$ cat config.mk
export PLATFORM = sky130hd
export DESIGN_NAME = olr_ctrl
export DESIGN_NICKNAME = d
export VERILOG_FILES = /design/src/hdl/olr_pkg.sv /design/src/hdl/olr_ctrl.sv
export SDC_FILE = /design/constraint.sdc
export NUM_CORES = 1
export LEC_CHECK = 0
export BUFFER_PORTS_ARGS = -buffer_cell sky130_fd_sc_hd__buf_4
export CAP_MARGIN = 40
export CORE_AREA = 5 5 42 44
export CTS_CLUSTER_SIZE = 14
export DETAILED_ROUTE_END_ITERATION = 7
export DIE_AREA = 0 0 47 49
export PLACE_DENSITY_LB_ADDON = 0.15
export SETUP_SLACK_MARGIN = 0.4
export SYNTH_ARGS = -nofsm -noshare
export SYNTH_HDL_FRONTEND = slang
export SYNTH_SLANG_ARGS = --single-unit
$ cat constraint.sdc
create_clock -name clk -period 1.6 [get_ports clk]
set_input_delay 0.24 -clock clk [delete_from_list [all_inputs] [get_ports clk]]
set_output_delay 0.24 -clock clk [all_outputs]
set_load 0.01 [all_outputs]
$ cat src/hdl/olr_pkg.sv
// ----------------------------------------------------------------------------
// olr_pkg
// Types and constants shared by the log ring controller and datapath.
// ----------------------------------------------------------------------------
package olr_pkg;

	localparam int OP_W     = 3;
	localparam int BYTE_W   = 8;
	localparam int RDR_W    = 2;
	localparam int THR_W    = 13;
	localparam int STORED_W = 2;
	localparam int MAX_LANES = 4;
	localparam int CNT_W    = 32;

	localparam logic [OP_W-1:0] OP_WRITE  = 3'd0;
	localparam logic [OP_W-1:0] OP_READ   = 3'd1;
	localparam logic [OP_W-1:0] OP_QUERY  = 3'd2;
	localparam logic [OP_W-1:0] OP_OPEN   = 3'd3;
	localparam logic [OP_W-1:0] OP_THRESH = 3'd4;
	localparam logic [OP_W-1:0] OP_FLUSH  = 3'd5;

	localparam logic [BYTE_W-1:0] CHAR_CR = 8'h0D;
	localparam logic [BYTE_W-1:0] CHAR_LF = 8'h0A;

	typedef struct packed {
		logic capture;
		logic wr_first;
		logic wr_second;
		logic rd;
		logic open;
		logic thresh;
		logic flush;
		logic load_out;
	} olr_cmd_t;

	typedef struct packed {
		logic [OP_W-1:0] op;
		logic            cr_drop;
		logic            lf_pair;
	} olr_sts_t;

endpackage

$ cat src/hdl/olr_ctrl.sv
// ----------------------------------------------------------------------------
// olr_ctrl
// Sequencer for the log ring: accepts a word, steps the datapath through the
// operation and hands the result to the output register.
// ----------------------------------------------------------------------------
module olr_ctrl (
	input  logic              clk,
	input  logic              arst_n,
	input  logic              in_valid,
	output logic              in_ready,
	output logic              out_valid,
	input  logic              out_ready,
	input  olr_pkg::olr_sts_t sts,
	output olr_pkg::olr_cmd_t cmd
);

	import olr_pkg::*;

	typedef enum logic [3:0] {
		S_IDLE = 4'b0001,
		S_EXEC = 4'b0010,
		S_WR2  = 4'b0100,
		S_FIN  = 4'b1000
	} state_t;

	state_t state_q, state_d;
	logic   out_valid_q;
	logic   out_free;
	logic   accept;

	assign out_free = !out_valid_q || out_ready;
	assign in_ready = (state_q == S_IDLE) || ((state_q == S_FIN) && out_free);
	assign accept   = in_valid && in_ready;

	always_comb begin
		cmd         = '0;
		cmd.capture = accept;
		state_d     = state_q;
		case (state_q)
			S_IDLE: begin
				if (accept) begin
					state_d = S_EXEC;
				end
			end
			S_EXEC: begin
				state_d = S_FIN;
				case (sts.op)
					OP_WRITE: begin
						if (!sts.cr_drop) begin
							cmd.wr_first = 1'b1;
							if (sts.lf_pair) begin
								state_d = S_WR2;
							end
						end
					end
					OP_READ:   cmd.rd     = 1'b1;
					OP_OPEN:   cmd.open   = 1'b1;
					OP_THRESH: cmd.thresh = 1'b1;
					OP_FLUSH:  cmd.flush  = 1'b1;
					default: ;
				endcase
			end
			S_WR2: begin
				cmd.wr_second = 1'b1;
				state_d       = S_FIN;
			end
			S_FIN: begin
				// hold here until the output register frees up
				if (out_free) begin
					cmd.load_out = 1'b1;
					state_d      = accept ? S_EXEC : S_IDLE;
				end
			end
			default: begin
				state_d = S_IDLE;
			end
		endcase
	end

	always_ff @(posedge clk or negedge arst_n) begin
		if (!arst_n) begin
			state_q     <= S_IDLE;
			out_valid_q <= 1'b0;
		end else begin
			state_q <= state_d;
			if (cmd.load_out) begin
				out_valid_q <= 1'b1;
			end else if (out_ready) begin
				out_valid_q <= 1'b0;
			end
		end
	end

	assign out_valid = out_valid_q;

endmodule

==> results of run 1 <==
-- sequential cells by signal, summed over array words and instances (netlist names) --
register and count:
out_valid 1, state_q 4
-- per-layer routing --
metal | share of wire | wire length, µm | global-route usage | up-vias
met4 | 0 | 0 | 0.0553 | 0
li1 | - | - | - | 214
met1 | 0.41 | 429 | 0.112 | 189
met3 | 0.050 | 53 | 0.0148 | 0
met5 | 0 | 0 | 0 | -
met2 | 0.54 | 575 | 0.156 | 7
-- worst paths after layout --
check                           startpoint         end  slack (ns)  cells after the start
worst max-delay path            state_q[0]      cmd[6]       -0.40                      4
worst min-delay path              in_valid  state_q[1]        0.29                      3
worst max register to register  state_q[0]  state_q[2]       -0.17                      6
worst min register to register   out_valid   out_valid        0.56                      2
max in group asynchronous           arst_n  state_q[0]        1.07                      2
min in group asynchronous           arst_n  state_q[1]        0.34                      2
-- cells in the final DEF, fill, tap and decap left out, types with 2 or more instances in the layout --
master    Yosys  layout
buf_4         1      25
buf_6         0       7
clkbuf_4      0       3
dfrtp_1       4       4
inv_1         2       2
nand2_1       2       2
nor2_1        6       3
nor2_2        0       3
nor2b_1       4       3
nor3_1        5       2
nor3_2        1       3
or4b_4        1       2
-- kinds of logic after synthesis --
group | Yosys count | synth area share
AND/OR/NAND/NOR | 28 | 0.489
buffers and inverters | 3 | 0.0429
AO/OA/AOI/OAI | 5 | 0.107
flip-flops | 5 | 0.361
-- worst max-delay path, stage by stage, from the launching register on --
cell,delay (ns)
dfstp_2,0.36
or4b_4,0.53
or3_4,0.37
nor3_4,0.13
buf_6,0.12
-- power by group through the flow --
stage	sequential (W)	combinational [W]	clock (W)
finish	0.000185	0.000462	0.000139
global route	0.000188	0.000494	0.000152
CTS	0.000185	0.000388	0.000148
detailed placement	0.000184	0.000325	0
global placement	0.000182	0.000327	0
floorplan	0.000202	0.000150	0
-- area by class of cell --
cell class,instances,area (µm²)
Fill cell,143,672
Timing Repair Buffer,33,277
Multi-Input combinational cell,33,273
Sequential cell,5,126
Clock buffer,4,26.3
Tap cell,16,20.0
Inverter,2,7.51
-- timing repair --
action                                 in CTS  in global routing
hold buffers                                1                  0
gates resized for setup                    12                  3
pin swaps                                   4                  5
setup endpoints to repair                  13                 13
buffers inserted                            3                  5
endpoints found under the hold margin       5                  0
-- metrics by stage --
| stage | cells | instance area (µm²) | worst slack, ns | setup TNS [ns] | utilization |
|---|---|---|---|---|---|
| floorplan | 41 | 377 | -0.0843 | -0.264 | - |
| global route | 93 | 729 | -0.424 | -2.84 | 0.521 |
| CTS | 88 | 681 | -0.404 | -2.05 | 0.486 |
| global placement | 80 | 569 | -0.138 | -0.585 | 0.406 |
| detailed placement | 80 | 569 | -0.143 | -0.605 | 0.406 |
| finish | 93 | 729 | -0.398 | -2.45 | 0.521 |
==> flow_metrics.py, run 1 <==
metrics = {
    "logic_synthesis": {
        "yosysMostFrequentCell": "nor2_1",
        "synth_top_area_cell": "dfrtp_1",
        "yosys_register_bits": 5,
        "ys_top_cells_by_area": "dfrtp_1 29%, dfstp_2 7.5%, nor2b_1 7.1%, nor3_1 7.1%, nor2_1 6.4%",
        "ys_warn_count": 0,
        "async_flop_share": 1.00,
        "synth-main-ff-cell": "dfrtp_1",
        "netlist_instances": 41,
        "seq_area_frac_synth": 0.361,
        "yosys-top-cells-count": "6 x nor2_1, 5 x nor3_1, 4 x dfrtp_1, 4 x nor2b_1",
        "yosysUniqueCellTypes": 23,
        "synth_top_area_share": 0.286,
        "netlist_area_um2": 350,
        "postSynthNetCount": 50,
        "synth_edf_count": 0,
        "syn_avg_cell_area_um2": 8.54,
    },
    "critical_path": {
        "cp_max_fo": 3,
        "crit_path_end_kind": "primary output",
        "critPathKind": "register to primary output",
        "critPathLaunchType": "register",
        "crit_required_ns": 1.36,
        "cp.arrival_ns": 1.76,
    },
    "sta": {
        "max_freq_ghz": 0.501,
        "slew_headroom": 0.821,
        "slew_viol_final": 0,
        "min_period_ns": 2.00,
        "setup_viol": 10,
        "finalCritPeriodShare": 1.25,
        "setup_ws_ns": -0.398,
        "max_slew.worst_pin.slew_ns": 0.267,
        "rsz0062_at_grt": "yes",
        "skew_ns": 0.000293,
        "hold_ws_ns": 0.288,
        "hold_viol": 0,
    },
    "run_status": {
        "status": "finished, violations left",
        "failed_checks": "setup timing",
    },
    "placed_design": {
        "place_hpwl_um": 772,
        "port_buffers": 18,
        "globalplace.congestion": 0.774,
    },
    "floorplanning": {
        "die_height_um": 49,
        "die_w_um": 47,
        "rows": 14,
        "dieArea_um2": 2300,
        "ios": 19,
        "core_area_um2": 1400,
        "start_util": 0.250,
    },
    "power": {
        "ir_worst_vdd_mv": 0.677,
        "p_comb_frac": 0.588,
        "p_seq_frac": 0.235,
        "switching_share": 0.319,
        "cell_internal_pwr_w": 0.000535,
        "total_power_w": 0.000786,
        "clkPwrFrac": 0.177,
        "p_leak_nw": 0.353,
        "power.density_nw_per_um2": 1080,
        "power.net_switching_w": 0.000251,
    },
    "cells_and_area": {
        "fin_nets": 87,
        "layout-drive-gt1-share": 0.675,
        "area_growth_syn_to_layout_pct": 108,
        "antenna_cells": 0,
    },
    "global_routing": {
        "grt_pass1_vias": 407,
        "grt_antenna_before_repair": 0,
        "grt_overflow": 0,
        "grt_pass1_wl_um": 1590,
        "grtUsageTotal": 0.0955,
        "grt_start_max_net_pins": 7,
    },
    "route": {
        "firstDrtPassIters": 2,
        "wl_um": 1060,
        "via_per_inst": 4.41,
        "num_vias": 410,
        "drc": 0,
        "antenna_left": 0,
        "drt-initial-drc-count": 1,
        "wl_per_cell_um": 11.4,
    },
    "clocking": {
        "path_clk_slew_ns": 0.04,
        "clock-sinks": 5,
        "htree_levels": 1,
        "clock_latency_ns": 0.23,
        "cts_tree": "done",
        "cts-root-buf": "clkbuf_4",
        "clockBufferDepth": 2,
        "cts_inserted_buffers": 3,
    },
    "job": {
        "cap_violations": 0,
    },
    "hold_path": {
        "hold_class": "input pin to register",
    },
}
Power figures use the tool's default switching activity.
==> inputs of run 2 (changes only) <==
- ABC_AREA: default -> 1
- CELL_PAD_IN_SITES_DETAIL_PLACEMENT: default -> 1
- CELL_PAD_IN_SITES_GLOBAL_PLACEMENT: default -> 2
- CORE_AREA: 5 5 42 44 -> default
- CORE_ASPECT_RATIO: default -> 0.8
- CORE_MARGIN: default -> 5
- CORE_UTILIZATION: default -> 18
- DIE_AREA: 0 0 47 49 -> default
==> run 2 against run 1 <==
The flow now finishes without violations; wire length is 14% higher; highest routed layer is now met4; synthesized cell count up 37%; largest power group unchanged; register-to-register slack gained 0.37 ns; via count up 13%; sequential share of layout area rose by 1.1 points; critical endpoint is now cmd[7]; clock skew increased by 0.0053 ns.
==> flow_metrics.py, run 2 <==
metrics = {
    "power": {
        "ir_worst_vdd_mv": 0.559,
        "power.density_nw_per_um2": 1330,
        "p_leak_nw": 0.407,
    },
    "sta": {
        "max_slew.worst_pin.slew_ns": 0.188,
        "setup_viol": 0,
        "min_period_ns": 1.51,
        "rsz0062_at_grt": "yes",
        "setup_ws_ns": 0.0947,
        "finalSetupTns_ns": 0,
        "slew_headroom": 0.874,
        "hold_viol": 0,
        "finalCritPeriodShare": 0.941,
        "skew_ns": 0.00561,
        "slew_viol_final": 0,
        "max_freq_ghz": 0.664,
    },
    "clocking": {
        "clock_latency_ns": 0.25,
        "clockBufferDepth": 2,
        "htree_levels": 1,
        "cts_tree": "done",
        "cts_inserted_buffers": 3,
        "cts-root-buf": "clkbuf_4",
        "clock-sinks": 5,
        "path_clk_slew_ns": 0.05,
    },
    "route": {
        "drc": 0,
        "firstDrtPassIters": 4,
        "antenna_left": 0,
        "wl_um": 1200,
        "wl_per_cell_um": 10.8,
        "via_per_inst": 4.15,
        "num_vias": 465,
        "drt-initial-drc-count": 3,
    },
    "logic_synthesis": {
        "async_flop_share": 1.00,
        "yosys_register_bits": 5,
        "netlist_instances": 56,
        "synth-main-ff-cell": "dfrtp_1",
        "ys_warn_count": 0,
        "netlist_area_um2": 359,
        "syn_avg_cell_area_um2": 6.41,
        "synthSimpleGateAreaFrac": 0.456,
        "synth_edf_count": 0,
        "seq_area_frac_synth": 0.352,
        "synth_top_area_cell": "dfrtp_1",
        "synth_top_area_share": 0.279,
        "synthMuxAreaShare": 0,
        "postSynthNetCount": 65,
        "ys_top_cells_by_area": "dfrtp_1 28%, inv_1 16%, nand2_1 11%, dfstp_2 7.3%, nand3_1 7.0%",
        "synth_xor_area_frac": 0,
        "yosys-top-cells-count": "15 x inv_1, 11 x nand2_1, 6 x nor2_1",
        "synth_top_family_by_area": "simple AND/OR/NAND/NOR gates",
        "synthAdderAreaFrac": 0,
        "synth_compound_area_frac": 0.0139,
        "yosysMostFrequentCell": "inv_1",
        "yosysUniqueCellTypes": 14,
    },
    "critical_path": {
        "timing.rr.start": "state_q[2]",
        "critPathLaunchType": "register",
        "r2r-end": "state_q[0]",
        "cp_max_fo": 4,
        "cp.arrival_ns": 1.27,
        "critPathKind": "register to primary output",
        "rr_worst_depth": 9,
        "crit_required_ns": 1.36,
        "crit_path_end_kind": "primary output",
        "r2r_slack_ns": 0.20,
    },
    "cells_and_area": {
        "area_growth_syn_to_layout_pct": 93.4,
        "regArea_um2": 128,
        "num-fill-cells": 236,
        "largest-register": "state_q",
        "layout-drive-gt1-share": 0.534,
        "largest_reg_flops": 4,
        "final_area_um2": 694,
        "stdcell_count": 112,
        "mostFrequentLayoutCells": "27 x buf_4, 13 x inv_1, 10 x nand2_1",
        "fin_nets": 98,
        "antenna_cells": 0,
        "final_common_cell": "buf_4",
        "multi_input_area_um2": 230,
    },
    "global_routing": {
        "grt_overflow": 0,
        "grt_antenna_before_repair": 0,
        "grt_start_max_net_pins": 7,
        "grt_pass1_wl_um": 1900,
        "grt_pass1_vias": 432,
        "grtUsageTotal": 0.0888,
    },
    "placed_design": {
        "port_buffers": 18,
        "place_ws_ns": 0.283,
        "place_area_um2": 517,
        "place_hpwl_um": 872,
        "place_inst": 97,
        "globalplace.congestion": 0.689,
    },
    "hold_path": {
        "hold_path_end": "state_q[2]",
        "hold_depth": 3,
        "hold_class": "input pin to register",
        "worstHoldStart": "sts[0]",
    },
    "floorplanning": {
        "start_util": 0.190,
        "rows": 14,
        "die_w_um": 59.9,
        "ios": 19,
        "core_area_um2": 1890,
        "dieArea_um2": 2990,
        "die_height_um": 50.0,
    },
    "run_status": {
        "status": "finished, final reports clean",
    },
    "job": {
        "cap_violations": 0,
    },
}
==> run 2: cell count changes after synthesis, moves of 2 or more <==
cell	delta
nor3_1	-2
nand2_1	+9
inv_1	+13
nand2_2	+2
nor2_2	+3
nor4_1	+2
nand3_1	+4
nor2b_1	-4
nand2b_1	-2
==> run 2: critical path, stage by stage, from the launching register on <==
cell     delay, ns
dfrtp_2       0.44
nor2_4        0.17
nand3_2       0.11
nand2_2       0.10
nand2_2       0.06
inv_2         0.05
buf_6         0.09
==> run 2: logic make-up (layout without fill, tap and decap cells) <==
logic type             count (synthesis)  after routing
AND/OR/NAND/NOR                       34             34
flip-flops                             5              5
AO/OA/AOI/OAI                          1              1
buffers and inverters                 16             48
==> run 2: cell type report <==
type	count	share of cell area
clock buffer	4	0.0378
tap	24	0.0432
timing repair buffer	29	0.323
inverter	15	0.0811
sequential	5	0.184
multi-input combinational	35	0.332
==> run 2: how the worst max path moves through the flow <==
stage                    start      to  slack (ns)  depth (start not counted)
finish              state_q[2]  cmd[7]        0.09                          6
CTS                 state_q[2]  cmd[3]        0.09                          4
global route        state_q[3]  cmd[3]        0.02                          4
detailed placement  state_q[3]  cmd[7]        0.28                          6
global placement    state_q[3]  cmd[6]        0.29                          4
floorplan           state_q[3]  cmd[3]        0.34                          3
==> run 2: per-layer routing <==
layer | vias to the layer above | share of wire | track usage | wire length, µm
met5 | - | 0 | 0 | 0
met4 | 0 | 0.011 | 0.0443 | 13
met3 | 3 | 0.046 | 0.0444 | 55
met2 | 9 | 0.51 | 0.131 | 618
met1 | 219 | 0.43 | 0.104 | 516
li1 | 234 | - | - | -
==> run 2: stage by stage <==
step | utilization | total power, W | hold WS, ns
4_1_cts | 0.341 | 0.000848 | 0.260
3_3_place_gp | 0.273 | 0.000531 | 0.0485
2_1_floorplan | - | 0.000414 | -0.0556
6_report | 0.367 | 0.000924 | 0.257
5_1_grt | 0.367 | 0.00100 | 0.266
3_5_place_dp | 0.273 | 0.000530 | 0.0484
==> run 2: timing repair <==
item                       CTS  global route
setup buffers                6             4
resized for setup           11             5
pin swaps                    7             4
cloned                       0             0
setup endpoints to repair    9            12
hold buffers                 1             0
hold endpoints to repair     5             0
==> run 2: power by group <==
part	total [W]	internal [W]	switching [W]
Sequential	0.000228	0.000173	0.0000546
Clock	0.000151	0.0000946	0.0000568
Combinational	0.000545	0.000289	0.000257
Total	0.000924	0.000557	0.000368
==> inputs of run 3 (changes only) <==
- CORE_MARGIN: 5 -> 2
==> run 3 against run 2 <==
Global-route usage up 0.76 points; sequential share of layout area up 1.2 points; maximum frequency down 2.8%; final cell count down 6.3%; critical path type unchanged; largest cell class unchanged; largest power group unchanged; highest routed layer unchanged.
==> flow_metrics.py, run 3 (synthesis results as in run 2) <==
metrics = {
    "sta": {
        "max_freq_ghz": 0.646,
        "setup_ws_ns": 0.0513,
        "hold_ws_ns": 0.241,
        "max_slew.worst_pin.slew_ns": 0.209,
        "slew_headroom": 0.860,
        "rsz0062_at_grt": "yes",
        "finalCritPeriodShare": 0.968,
        "skew_ns": 0.00498,
        "slew_viol_final": 0,
        "min_period_ns": 1.55,
        "hold_viol": 0,
        "setup_viol": 0,
    },
    "power": {
        "power.net_switching_w": 0.000331,
        "power.density_nw_per_um2": 1190,
        "ir_worst_vdd_mv": 0.460,
        "cell_internal_pwr_w": 0.000448,
        "p_seq_frac": 0.272,
        "clkPwrFrac": 0.195,
        "p_comb_frac": 0.534,
        "p_leak_nw": 0.378,
        "total_power_w": 0.000779,
        "switching_share": 0.425,
    },
    "placed_design": {
        "globalplace.congestion": 0.666,
        "place_area_um2": 517,
        "place_hpwl_um": 820,
        "place_ws_ns": 0.285,
        "place_inst": 97,
        "port_buffers": 18,
    },
    "cells_and_area": {
        "final_area_um2": 653,
        "fin_nets": 91,
        "final_common_cell": "buf_4",
        "area_growth_syn_to_layout_pct": 81.9,
        "largest-register": "state_q",
        "regArea_um2": 128,
        "antenna_cells": 0,
        "stdcell_count": 105,
        "mostFrequentLayoutCells": "20 x buf_4, 14 x inv_1, 9 x nand2_1",
        "num-fill-cells": 234,
        "multi_input_area_um2": 241,
        "largest_reg_flops": 4,
        "layout-drive-gt1-share": 0.519,
    },
    "critical_path": {
        "r2r_slack_ns": 0.29,
        "timing.rr.start": "state_q[0]",
        "cp_max_fo": 7,
        "crit_start": "state_q[1]",
        "crit_required_ns": 1.36,
        "crit_path_end_kind": "primary output",
        "critPathKind": "register to primary output",
        "critPathLaunchType": "register",
        "cp.arrival_ns": 1.31,
    },
    "route": {
        "drt-initial-drc-count": 0,
        "drc": 0,
        "wl_per_cell_um": 10.3,
        "via_per_inst": 4.03,
        "firstDrtPassIters": 1,
        "num_vias": 423,
        "antenna_left": 0,
        "wl_um": 1080,
    },
    "global_routing": {
        "grt_start_max_net_pins": 8,
        "grt_pass1_vias": 355,
        "grtUsageTotal": 0.0963,
        "grt_antenna_before_repair": 0,
        "grt_overflow": 0,
        "grt_pass1_wl_um": 1570,
    },
    "clocking": {
        "clock_latency_ns": 0.25,
        "clock-sinks": 5,
        "cts_tree": "done",
        "htree_levels": 1,
        "cts-root-buf": "clkbuf_4",
        "path_clk_slew_ns": 0.05,
        "cts_inserted_buffers": 3,
        "clockBufferDepth": 2,
    },
    "floorplanning": {
        "die_w_um": 53.9,
        "rows": 14,
        "dieArea_um2": 2370,
        "start_util": 0.192,
        "core_area_um2": 1870,
        "ios": 19,
        "die_height_um": 44.0,
    },
    "hold_path": {
        "worstHoldStart": "in_valid",
        "hold_class": "input pin to register",
    },
    "run_status": {
        "status": "finished, final reports clean",
    },
    "job": {
        "cap_violations": 0,
    },
}
-- run 3: cell count changes in the layout (fill, tap and decap cells not counted), sizes merged --
cell / delta
buf: -7
-- run 3: cell type report --
type | instances | area share
multi-input cells | 35 | 0.370
repair buffers | 22 | 0.262
flip-flops and latches | 5 | 0.195
inverters | 15 | 0.0862
well taps | 24 | 0.0460
clock buffers | 4 | 0.0402
-- run 3: metrics by stage --
stage | util | setup TNS, ns
finish | 0.348 | 0
floorplan | - | 0
global route | 0.348 | -0.0512
global placement | 0.276 | 0
detailed placement | 0.276 | 0
CTS | 0.310 | 0
-- run 3: per-layer routing --
| layer | part of all wire | global-route usage |
|---|---|---|
| met4 | 0.015 | 0.0615 |
| met5 | 0 | 0 |
| met3 | 0.018 | 0.0207 |
| met2 | 0.47 | 0.122 |
| met1 | 0.49 | 0.143 |
-- run 3: worst max-delay path: stages (launching register included) --
cell and delay, ns:
dfrtp_1 0.36, inv_1 0.10, nor2_2 0.18, nand2_4 0.13
nor4_4 0.14, buf_4 0.15
-- run 3: path summary, 6_finish.rpt --
kind,to,cells after the start
hold / removal,state_q[1],3
min in group asynchronous,state_q[1],2
hold reg to reg,out_valid,2
setup reg to reg,state_q[0],7
setup / recovery,cmd[6],5
max in group asynchronous,state_q[0],2
-- run 3: repair_timing --
action / in CTS / in global routing
endpoints found under the hold margin: 5 / 0
endpoints found under the setup margin: 9 / 10
hold buffers: 1 / 0
pin swaps: 0 / 4
gates cloned: 0 / 0
setup buffers: 0 / 3
gates resized for setup: 7 / 10
-- run 3: power by group through the flow --
stage               Combinational [W]  Clock [W]  Sequential [W]
floorplan                    0.000212          0        0.000202
CTS                          0.000346   0.000157        0.000208
finish                       0.000416   0.000152        0.000212
global placement             0.000321          0        0.000204
detailed placement           0.000321          0        0.000205
global route                 0.000456   0.000168        0.000216
